<file path="config.mk">
export PLATFORM = sky130hd
export DESIGN_NAME = usb_dfu_request_state_machine_flat
export DESIGN_NICKNAME = d
export VERILOG_FILES = /design/src/hw/rtl/udfu_pkg.sv /design/src/hw/rtl/udfu_if.sv /design/src/hw/rtl/usb_dfu_request_state_machine.sv /design/src/flat_wrapper.sv
export SDC_FILE = /design/constraint.sdc
export NUM_CORES = 1
export LEC_CHECK = 0
export BUFFER_PORTS_ARGS = -buffer_cell sky130_fd_sc_hd__buf_2
export CAP_MARGIN = 10
export CELL_PAD_IN_SITES_DETAIL_PLACEMENT = 1
export CELL_PAD_IN_SITES_GLOBAL_PLACEMENT = 1
export CORE_MARGIN = 2
export CORE_UTILIZATION = 44
export DETAILED_ROUTE_END_ITERATION = 10
export PLACE_DENSITY = 0.91
export SETUP_SLACK_MARGIN = 0.5
export SLEW_MARGIN = 10
export SYNTH_ARGS = -nofsm -noshare
export SYNTH_HDL_FRONTEND = slang
export SYNTH_SLANG_ARGS = --single-unit
</file>
<file path="constraint.sdc">
create_clock -name clk -period 4 [get_ports clk]
set_clock_uncertainty 0.15 [all_clocks]
set_input_delay 0.2 -clock clk [delete_from_list [all_inputs] [get_ports clk]]
set_output_delay 0.2 -clock clk [all_outputs]
set_load 0.005 [all_outputs]
</file>
<file path="src/hw/rtl/udfu_pkg.sv">
`timescale 1ns / 1ps
// DFU request engine package: state, opcode and action codes, result record.
// No dependencies.
package udfu_pkg;

  localparam int unsigned TRANSFER_SIZE_DEF = 1024;

  localparam logic [6:0] REQ_TYPE_CLASS = 7'h21;
  localparam logic [7:0] CMD_SET_ADDRESS = 8'h21;
  localparam logic [7:0] CMD_ERASE_SECTOR = 8'h41;

  localparam logic [31:0] APP_START_RST = 32'h0800_2000;
  localparam logic [31:0] FLASH_END_RST = 32'h0802_0000;
  localparam logic [23:0] POLL_WAIT_RST = 24'd100;

  localparam int unsigned CFG_IDX_W = 2;
  localparam logic [CFG_IDX_W-1:0] CFG_APP_START = 2'd0;
  localparam logic [CFG_IDX_W-1:0] CFG_FLASH_END = 2'd1;
  localparam logic [CFG_IDX_W-1:0] CFG_POLL_WAIT = 2'd2;

  localparam logic [2:0] REPLY_LEN_STATUS = 3'd6;
  localparam logic [2:0] REPLY_LEN_STATE = 3'd1;

  typedef enum logic [3:0] {
    ST_IDLE     = 4'd2,
    ST_DNSYNC   = 4'd3,
    ST_DNBUSY   = 4'd4,
    ST_DNIDLE   = 4'd5,
    ST_MANSYNC  = 4'd6,
    ST_MANIFEST = 4'd7,
    ST_UPIDLE   = 4'd9,
    ST_ERROR    = 4'd10
  } dfu_state_t;

  typedef enum logic [2:0] {
    OP_DNLOAD    = 3'd0,
    OP_UPLOAD    = 3'd1,
    OP_GETSTATUS = 3'd2,
    OP_CLRSTATUS = 3'd3,
    OP_GETSTATE  = 3'd4,
    OP_ABORT     = 3'd5,
    OP_COMPLETE  = 3'd6,
    OP_OTHER     = 3'd7
  } op_t;

  typedef enum logic [2:0] {
    ACT_NONE    = 3'd0,
    ACT_ERASE   = 3'd1,
    ACT_PROGRAM = 3'd2,
    ACT_DETACH  = 3'd3,
    ACT_READ    = 3'd4
  } action_t;

  typedef struct packed {
    logic        accepted;
    logic        stall_res;
    logic        status_code;
    logic [23:0] poll_timeout;
    logic [3:0]  state_out;
    logic [2:0]  reply_len;
    logic        complete_pending;
    logic [2:0]  action;
    logic [31:0] action_addr;
    logic [10:0] action_len;
  } res_t;

endpackage

</file>
<file path="src/hw/rtl/udfu_if.sv">
`timescale 1ns / 1ps
// Request and result channel interfaces of the DFU request engine.
// Valid/ready handshake; no package dependency.
interface udfu_req_if;
  logic        valid;
  logic        ready;
  logic [2:0]  op;
  logic [7:0]  req_type;
  logic [15:0] block_num;
  logic [10:0] length;
  logic [39:0] payload_head;

  modport source (output valid, op, req_type, block_num, length, payload_head,
                  input ready);
  modport sink (input valid, op, req_type, block_num, length, payload_head,
                output ready);
endinterface

interface udfu_res_if;
  logic        valid;
  logic        ready;
  logic        accepted;
  logic        stall_res;
  logic        status_code;
  logic [23:0] poll_timeout;
  logic [3:0]  state_out;
  logic [2:0]  reply_len;
  logic        complete_pending;
  logic [2:0]  action;
  logic [31:0] action_addr;
  logic [10:0] action_len;

  modport source (output valid, accepted, stall_res, status_code, poll_timeout,
                  state_out, reply_len, complete_pending, action, action_addr,
                  action_len, input ready);
  modport sink (input valid, accepted, stall_res, status_code, poll_timeout,
                state_out, reply_len, complete_pending, action, action_addr,
                action_len, output ready);
endinterface

</file>
<file path="src/hw/rtl/usb_dfu_request_state_machine.sv">
`timescale 1ns / 1ps
// DFU class request engine: one request in, one result out.
// Result is registered: valid in the cycle after the request is accepted; one request
// per cycle, held back only while the result register is full and not taken.
// Synchronous active-high reset: state dfuIDLE, block/command record zero,
// configuration registers to their defaults, result register empty.
// Depends on udfu_pkg and udfu_if.
module usb_dfu_request_state_machine
  import udfu_pkg::*;
#(
  parameter int unsigned TRANSFER_SIZE = TRANSFER_SIZE_DEF
) (
  input  logic                 clk,
  input  logic                 rst,
  udfu_req_if.sink             req,
  udfu_res_if.source           res,
  input  logic                 cfg_we,
  input  logic [CFG_IDX_W-1:0] cfg_index,
  input  logic [31:0]          cfg_data
);

  dfu_state_t  state, state_next;
  logic        err, err_next;
  logic [15:0] last_block, last_block_next;
  logic [10:0] last_len, last_len_next;
  logic [7:0]  cmd_byte, cmd_byte_next;
  logic [31:0] cmd_addr, cmd_addr_next;
  logic [31:0] base_addr, base_addr_next;

  logic [31:0] app_start, flash_end;
  logic [23:0] poll_wait_ms;

  logic        res_valid;
  res_t        res_q, res_next;

  logic        take;
  logic [10:0] len_c;
  logic        class_ok;
  logic [7:0]  head_cmd;
  logic [31:0] head_addr;
  logic [31:0] prog_addr, read_addr;

  assign req.ready = !res_valid || res.ready;
  assign take      = req.valid && req.ready;

  assign len_c = (32'(req.length) > 32'(TRANSFER_SIZE)) ? 11'(TRANSFER_SIZE) : req.length;
  assign class_ok  = (req.req_type[6:0] == REQ_TYPE_CLASS);
  assign head_cmd  = req.payload_head[7:0];
  assign head_addr = req.payload_head[39:8];

  assign prog_addr = base_addr
                   + 32'((32'(last_block) - 32'd2) * 32'(TRANSFER_SIZE));
  assign read_addr = base_addr
                   + 32'((32'(req.block_num) - 32'd2) * 32'(TRANSFER_SIZE));

  always_comb begin
    state_next      = state;
    err_next        = err;
    last_block_next = last_block;
    last_len_next   = last_len;
    cmd_byte_next   = cmd_byte;
    cmd_addr_next   = cmd_addr;
    base_addr_next  = base_addr;
    res_next        = '0;

    unique case (op_t'(req.op))
      OP_COMPLETE: begin
        res_next.accepted = 1'b1;
        if (state == ST_DNBUSY) begin
          if (last_block == 16'd0) begin
            if (cmd_byte == CMD_ERASE_SECTOR) begin
              res_next.action      = ACT_ERASE;
              res_next.action_addr = cmd_addr;
            end
          end else begin
            res_next.action      = ACT_PROGRAM;
            res_next.action_addr = prog_addr;
            res_next.action_len  = last_len;
          end
          state_next = ST_DNIDLE;
        end else if (state == ST_MANIFEST) begin
          res_next.action = ACT_DETACH;
        end
      end
      OP_DNLOAD: begin
        if (class_ok) begin
          res_next.accepted = 1'b1;
          if (len_c == 11'd0) begin
            state_next = ST_MANSYNC;
          end else begin
            last_block_next = req.block_num;
            last_len_next   = len_c;
            cmd_byte_next   = head_cmd;
            cmd_addr_next   = head_addr;
            if (req.block_num == 16'd0 && head_cmd == CMD_SET_ADDRESS &&
                (head_addr < app_start || head_addr >= flash_end)) begin
              err_next   = 1'b1;
              state_next = ST_ERROR;
            end else begin
              if (req.block_num == 16'd0 && head_cmd == CMD_SET_ADDRESS) begin
                base_addr_next = head_addr;
              end
              state_next = ST_DNSYNC;
            end
          end
        end
      end
      OP_UPLOAD: begin
        if (class_ok) begin
          if (state == ST_IDLE || state == ST_DNIDLE || state == ST_UPIDLE) begin
            res_next.accepted = 1'b1;
            last_block_next   = req.block_num;
            state_next        = ST_UPIDLE;
            if (req.block_num > 16'd1) begin
              res_next.action      = ACT_READ;
              res_next.action_addr = read_addr;
              res_next.action_len  = len_c;
            end
          end else begin
            res_next.stall_res = 1'b1;
          end
        end
      end
      OP_GETSTATUS: begin
        if (class_ok) begin
          res_next.accepted = 1'b1;
          if (state == ST_DNSYNC) begin
            state_next            = ST_DNBUSY;
            res_next.poll_timeout = poll_wait_ms;
          end else if (state == ST_MANSYNC) begin
            state_next = ST_MANIFEST;
          end else if (state == ST_ERROR) begin
            res_next.status_code = err;
          end
          res_next.reply_len        = REPLY_LEN_STATUS;
          res_next.complete_pending = 1'b1;
        end
      end
      OP_CLRSTATUS: begin
        if (class_ok) begin
          res_next.accepted = 1'b1;
          if (state == ST_ERROR) begin
            state_next = ST_IDLE;
          end
        end
      end
      OP_GETSTATE: begin
        if (class_ok) begin
          res_next.accepted  = 1'b1;
          res_next.reply_len = REPLY_LEN_STATE;
        end
      end
      OP_ABORT: begin
        if (class_ok) begin
          res_next.accepted = 1'b1;
          state_next        = ST_IDLE;
        end
      end
      OP_OTHER: begin
      end
      default: begin
      end
    endcase

    res_next.state_out = state_next;
  end

  always_ff @(posedge clk) begin
    if (rst) begin
      state      <= ST_IDLE;
      err        <= 1'b0;
      last_block <= '0;
      last_len   <= '0;
      cmd_byte   <= '0;
      cmd_addr   <= '0;
      base_addr  <= '0;
    end else if (take) begin
      state      <= state_next;
      err        <= err_next;
      last_block <= last_block_next;
      last_len   <= last_len_next;
      cmd_byte   <= cmd_byte_next;
      cmd_addr   <= cmd_addr_next;
      base_addr  <= base_addr_next;
    end
  end

  always_ff @(posedge clk) begin
    if (rst) begin
      app_start    <= APP_START_RST;
      flash_end    <= FLASH_END_RST;
      poll_wait_ms <= POLL_WAIT_RST;
    end else if (cfg_we) begin
      unique case (cfg_index)
        CFG_APP_START: app_start    <= cfg_data;
        CFG_FLASH_END: flash_end    <= cfg_data;
        CFG_POLL_WAIT: poll_wait_ms <= cfg_data[23:0];
        default: begin
        end
      endcase
    end
  end

  always_ff @(posedge clk) begin
    if (rst) begin
      res_valid <= 1'b0;
    end else if (take) begin
      res_valid <= 1'b1;
    end else if (res.ready) begin
      res_valid <= 1'b0;
    end
  end

  always_ff @(posedge clk) begin
    if (take) begin
      res_q <= res_next;
    end
  end

  assign res.valid            = res_valid;
  assign res.accepted         = res_q.accepted;
  assign res.stall_res        = res_q.stall_res;
  assign res.status_code      = res_q.status_code;
  assign res.poll_timeout     = res_q.poll_timeout;
  assign res.state_out        = res_q.state_out;
  assign res.reply_len        = res_q.reply_len;
  assign res.complete_pending = res_q.complete_pending;
  assign res.action           = res_q.action;
  assign res.action_addr      = res_q.action_addr;
  assign res.action_len       = res_q.action_len;

endmodule
</file>
<file path="src/flat_wrapper.sv">
// flat-port wrapper written by rule: the top's interface ports become plain ports
module usb_dfu_request_state_machine_flat import udfu_pkg::*;
#(
  parameter int unsigned TRANSFER_SIZE = TRANSFER_SIZE_DEF
)
  (clk, rst, cfg_we, cfg_index, cfg_data, req_valid, req_op, req_req_type, req_block_num, req_length, req_payload_head, req_ready, res_valid, res_accepted, res_stall_res, res_status_code, res_poll_timeout, res_state_out, res_reply_len, res_complete_pending, res_action, res_action_addr, res_action_len, res_ready);
  udfu_req_if req_i ();
  udfu_res_if res_i ();
  input  logic clk;
  input  logic rst;
  input  logic cfg_we;
  input  logic [CFG_IDX_W-1:0] cfg_index;
  input  logic [31:0] cfg_data;
  input wire logic [$bits(req_i.valid)-1:0] req_valid;
  input wire logic [$bits(req_i.op)-1:0] req_op;
  input wire logic [$bits(req_i.req_type)-1:0] req_req_type;
  input wire logic [$bits(req_i.block_num)-1:0] req_block_num;
  input wire logic [$bits(req_i.length)-1:0] req_length;
  input wire logic [$bits(req_i.payload_head)-1:0] req_payload_head;
  output wire logic [$bits(req_i.ready)-1:0] req_ready;
  output wire logic [$bits(res_i.valid)-1:0] res_valid;
  output wire logic [$bits(res_i.accepted)-1:0] res_accepted;
  output wire logic [$bits(res_i.stall_res)-1:0] res_stall_res;
  output wire logic [$bits(res_i.status_code)-1:0] res_status_code;
  output wire logic [$bits(res_i.poll_timeout)-1:0] res_poll_timeout;
  output wire logic [$bits(res_i.state_out)-1:0] res_state_out;
  output wire logic [$bits(res_i.reply_len)-1:0] res_reply_len;
  output wire logic [$bits(res_i.complete_pending)-1:0] res_complete_pending;
  output wire logic [$bits(res_i.action)-1:0] res_action;
  output wire logic [$bits(res_i.action_addr)-1:0] res_action_addr;
  output wire logic [$bits(res_i.action_len)-1:0] res_action_len;
  input wire logic [$bits(res_i.ready)-1:0] res_ready;
  assign req_i.valid = req_valid;
  assign req_i.op = req_op;
  assign req_i.req_type = req_req_type;
  assign req_i.block_num = req_block_num;
  assign req_i.length = req_length;
  assign req_i.payload_head = req_payload_head;
  assign req_ready = req_i.ready;
  assign res_valid = res_i.valid;
  assign res_accepted = res_i.accepted;
  assign res_stall_res = res_i.stall_res;
  assign res_status_code = res_i.status_code;
  assign res_poll_timeout = res_i.poll_timeout;
  assign res_state_out = res_i.state_out;
  assign res_reply_len = res_i.reply_len;
  assign res_complete_pending = res_i.complete_pending;
  assign res_action = res_i.action;
  assign res_action_addr = res_i.action_addr;
  assign res_action_len = res_i.action_len;
  assign res_i.ready = res_ready;
  usb_dfu_request_state_machine #(.TRANSFER_SIZE(TRANSFER_SIZE)) u_core (.clk(clk), .rst(rst), .req(req_i), .res(res_i), .cfg_we(cfg_we), .cfg_index(cfg_index), .cfg_data(cfg_data));
endmodule
</file>
==> impl_metrics.py <==
metrics = {
    "status": {
        "status": "finished clean",
    },
    "drt": {
        "postRouteAntennaNets": 0,
        "drt_wl_total_um": 58100,
        "initialDrtViolationCount": 1068,
        "drt-wirelength-per-cell_um": 23.7,
        "first_pass_iters": 5,
        "route.detailed.drc": 0,
        "vias": 14700,
        "vias_per_cell": 6.00,
    },
    "global_route": {
        "grt_pass1_vias": 15500,
        "overflow": 0,
        "grt_antenna_before_repair": 7,
        "grt_usage": 0.314,
        "grt_pass1_wl_um": 84800,
        "grt_start_max_net_pins": 174,
    },
    "timing": {
        "hold_viol": 0,
        "slew_viol_final": 0,
        "clock.fmax_mhz": 271,
        "worst_slew_pin_slew_ps": 1170,
        "final-setup-viol-count": 0,
        "finalCriticalPeriod_ps": 3690,
        "max_slew_margin": 0.217,
        "rsz0062_at_grt": "true",
        "setup_tns_ps": 0,
        "period_share": 0.922,
    },
    "synth": {
        "synth_flop_cell": "dfxtp_1",
        "synth_fp_nets": 1914,
        "syn_inst": 1685,
        "synthDistinctLibCells": 74,
        "synth-edff-count": 80,
        "yosysSeqAreaShare": 0.429,
        "ys_warn_count": 0,
        "async_flop_share": 0,
        "synth.avg_cell_area_um2": 8.67,
        "syn_area_mm2": 0.0146,
        "synth_seq_cells": 273,
    },
    "placement": {
        "numPortBuffers": 198,
        "finalWeightedCongestion": 0.945,
        "placed_area_mm2": 0.0160,
        "hpwlAfterDp_um": 34300,
    },
    "die": {
        "chipWidth_um": 186,
        "initial_core_util": 0.448,
        "core_area_mm2": 0.0326,
        "placementRows": 66,
        "die_h_um": 186,
        "dieArea_mm2": 0.0347,
        "io_pins": 200,
    },
    "cells_and_area": {
        "final_cell_area_mm2": 0.0186,
        "fin_nets": 2209,
        "drive_gt1_frac": 0.185,
        "syn_to_final_growth_pct": 27.6,
    },
    "cts": {
        "htreeDepth": 1,
        "cts_sinks": 273,
        "clock_latency_ps": 570,
        "clockBufferDepth": 3,
        "path_clk_slew_ps": 60,
        "cts_tree": "yes",
        "numCtsBuffers": 31,
        "root_buffer": "clkbuf_16",
    },
    "critical_path": {
        "cp_max_fo": 7,
        "crit_required_ps": 4160,
        "crit_type": "flip-flop to flip-flop",
        "endpoint_kind": "flip-flop",
        "path_cells": "nor4_4 -> buf_4 -> nand2_2 -> nor2_2 -> xor2_2 -> ha_4 -> nand2_1 -> o21ai_1 -> a21o_1 -> a211o_4 -> and3_4 -> o211ai_1 -> mux2i_1 -> a211o_1",
        "critical_path.slowest_cell": "dfxtp_4",
        "arrival_ps": 3850,
        "slowest_delay_ps": 370,
        "startpoint_type": "flip-flop",
        "crit_buf_inv": 1,
        "cp_top_family": "compound AO/OA/AOI/OAI gates",
    },
    "power": {
        "switching_share": 0.257,
        "irDropWorstVdd_mv": 0.294,
        "power.internal_w": 0.00488,
        "power-per-cell-area_mw_per_mm2": 352,
        "seqPwrFrac": 0.450,
        "power.leakage_nw": 7.62,
        "pwr-share-clk": 0.447,
        "p_sw_w": 0.00169,
        "pwr-share-comb": 0.104,
    },
    "run": {
        "maxCapViolations": 0,
    },
    "min_path": {
        "holdCritPathClass": "primary input to flip-flop",
    },
}
## power groups by stage
stage          combinational [W]  sequential, W  clock, W
6_report                0.000680        0.00295   0.00293
3_3_place_gp            0.000514        0.00300         0
3_5_place_dp            0.000547        0.00301         0
4_1_cts                 0.000644        0.00295   0.00292
5_1_grt                 0.000732        0.00296   0.00306
2_1_floorplan           0.000289        0.00301         0
## per-layer routing
layer | up-vias | GRT usage | wire length [µm]
li1 | 6510 | - | -
met1 | 7181 | 0.368 | 22000
met2 | 785 | 0.561 | 28600
met3 | 241 | 0.0535 | 4220
met4 | 2 | 0.144 | 3200
met5 | - | 0 | 8
## what timing repair did
| action | in CTS | in global routing |
|---|---|---|
| endpoints found under the hold margin | 207 | 0 |
| endpoints found under the setup margin | 10 | 10 |
| hold buffers | 105 | 0 |
| pin swaps | 11 | 18 |
| setup buffers | 6 | 13 |
| gates resized for setup | 17 | 54 |
| cloned | 0 | 0 |
## worst paths after layout
| path | slack [ps] | cells past startpoint | to | from |
|---|---|---|---|---|
| max | 310 | 14 | u_core.res.action_addr[30] | u_core.last_block[4] |
| min | 50 | 2 | u_core.res.accepted | req_op[0] |
| max reg2reg | 310 | 14 | u_core.res.action_addr[30] | u_core.last_block[4] |
| min reg2reg | 300 | 2 | u_core.cmd_byte[6] | u_core.cmd_byte[6] |
## flip-flops by register name (all words and copies together) (netlist names), 8 cells and up
signal,cells
u_core.app_start,32
u_core.base_addr,32
u_core.cmd_addr,32
u_core.cmd_byte,8
u_core.flash_end,32
u_core.last_block,16
u_core.last_len,11
u_core.poll_wait_ms,24
u_core.res.action_addr,32
u_core.res.action_len,11
u_core.res.poll_timeout,24
## cells in the final DEF (no fill, tap or decap), types with 12 or more instances in the layout
master	synthesis	final
a21o_1	22	22
nand3_1	27	27
a21oi_1	214	209
ha_1	110	101
buf_4	2	43
xor2_1	31	30
o21ai_0	37	32
xnor2_1	22	18
clkbuf_16	0	33
o21a_1	12	12
a31oi_1	18	16
and2_1	26	26
dlygate4sd3_1	0	105
inv_1	83	82
nand4_1	15	15
a22o_1	20	20
nor2_1	106	103
mux2i_1	35	35
buf_2	8	197
dfxtp_1	193	186
edfxtp_1	80	80
nand2_1	332	329
nor3_1	24	21
## synthesized netlist by cell type (3+ instances only)
cell type	instances	area, µm²
a211o_1	8	70.1
a211oi_1	10	75.1
a21o_1	22	165
a21oi_1	214	1070
a22o_1	20	175
a22oi_1	6	45.0
a31oi_1	18	113
and2_1	26	163
and3_1	11	68.8
buf_2	8	40.0
buf_6	3	33.8
clkbuf_1	74	278
dfxtp_1	193	3860
edfxtp_1	80	2400
ha_1	110	1380
inv_1	83	312
mux2i_1	35	350
nand2_1	332	1250
nand2b_1	11	68.8
nand3_1	27	135
nand3b_1	10	75.1
nand4_1	15	93.8
nand4b_1	3	26.3
nor2_1	106	398
nor2b_1	10	62.6
nor3_1	24	120
nor3b_1	13	97.6
nor4_1	11	68.8
nor4_2	3	37.5
o2111ai_1	3	26.3
o211ai_1	11	82.6
o21a_1	12	90.1
o21ai_0	37	185
o21bai_1	4	30.0
o221ai_1	4	35.0
o22ai_1	8	50.1
o31a_1	6	52.6
o31ai_1	5	37.5
or2_2	4	25.0
or3_1	9	56.3
xnor2_1	22	193
xor2_1	31	272
## metrics by stage
step	cells	utilization	worst slack (ps)	total power, W	hold WS [ps]
floorplan	1685	-	519	0.00329	168
global placement	2265	0.492	224	0.00352	273
finish	2453	0.571	311	0.00656	52.9
detailed placement	2265	0.492	136	0.00355	287
global route	2452	0.571	234	0.00675	73.2
CTS	2433	0.559	482	0.00651	7.41
## logic make-up after synthesis
| group | synth area share |
|---|---|
| compound gates | 0.172 |
| xor+xnor | 0.0318 |
| fa+ha+maj | 0.0970 |
| buf+inv | 0.0467 |
| flops | 0.429 |
| mux | 0.0255 |
| simple gates | 0.198 |
## layout make-up
cell class	count	area, µm²
Clock buffer	42	890
Antenna cell	7	17.5
Fill cell	3747	14000
Multi-Input combinational cell	1241	8020
Tap cell	442	553
Clock inverter	15	138
Inverter	84	317
Sequential cell	273	6280
Timing Repair Buffer	349	2410
Power figures use the tool's default switching activity.
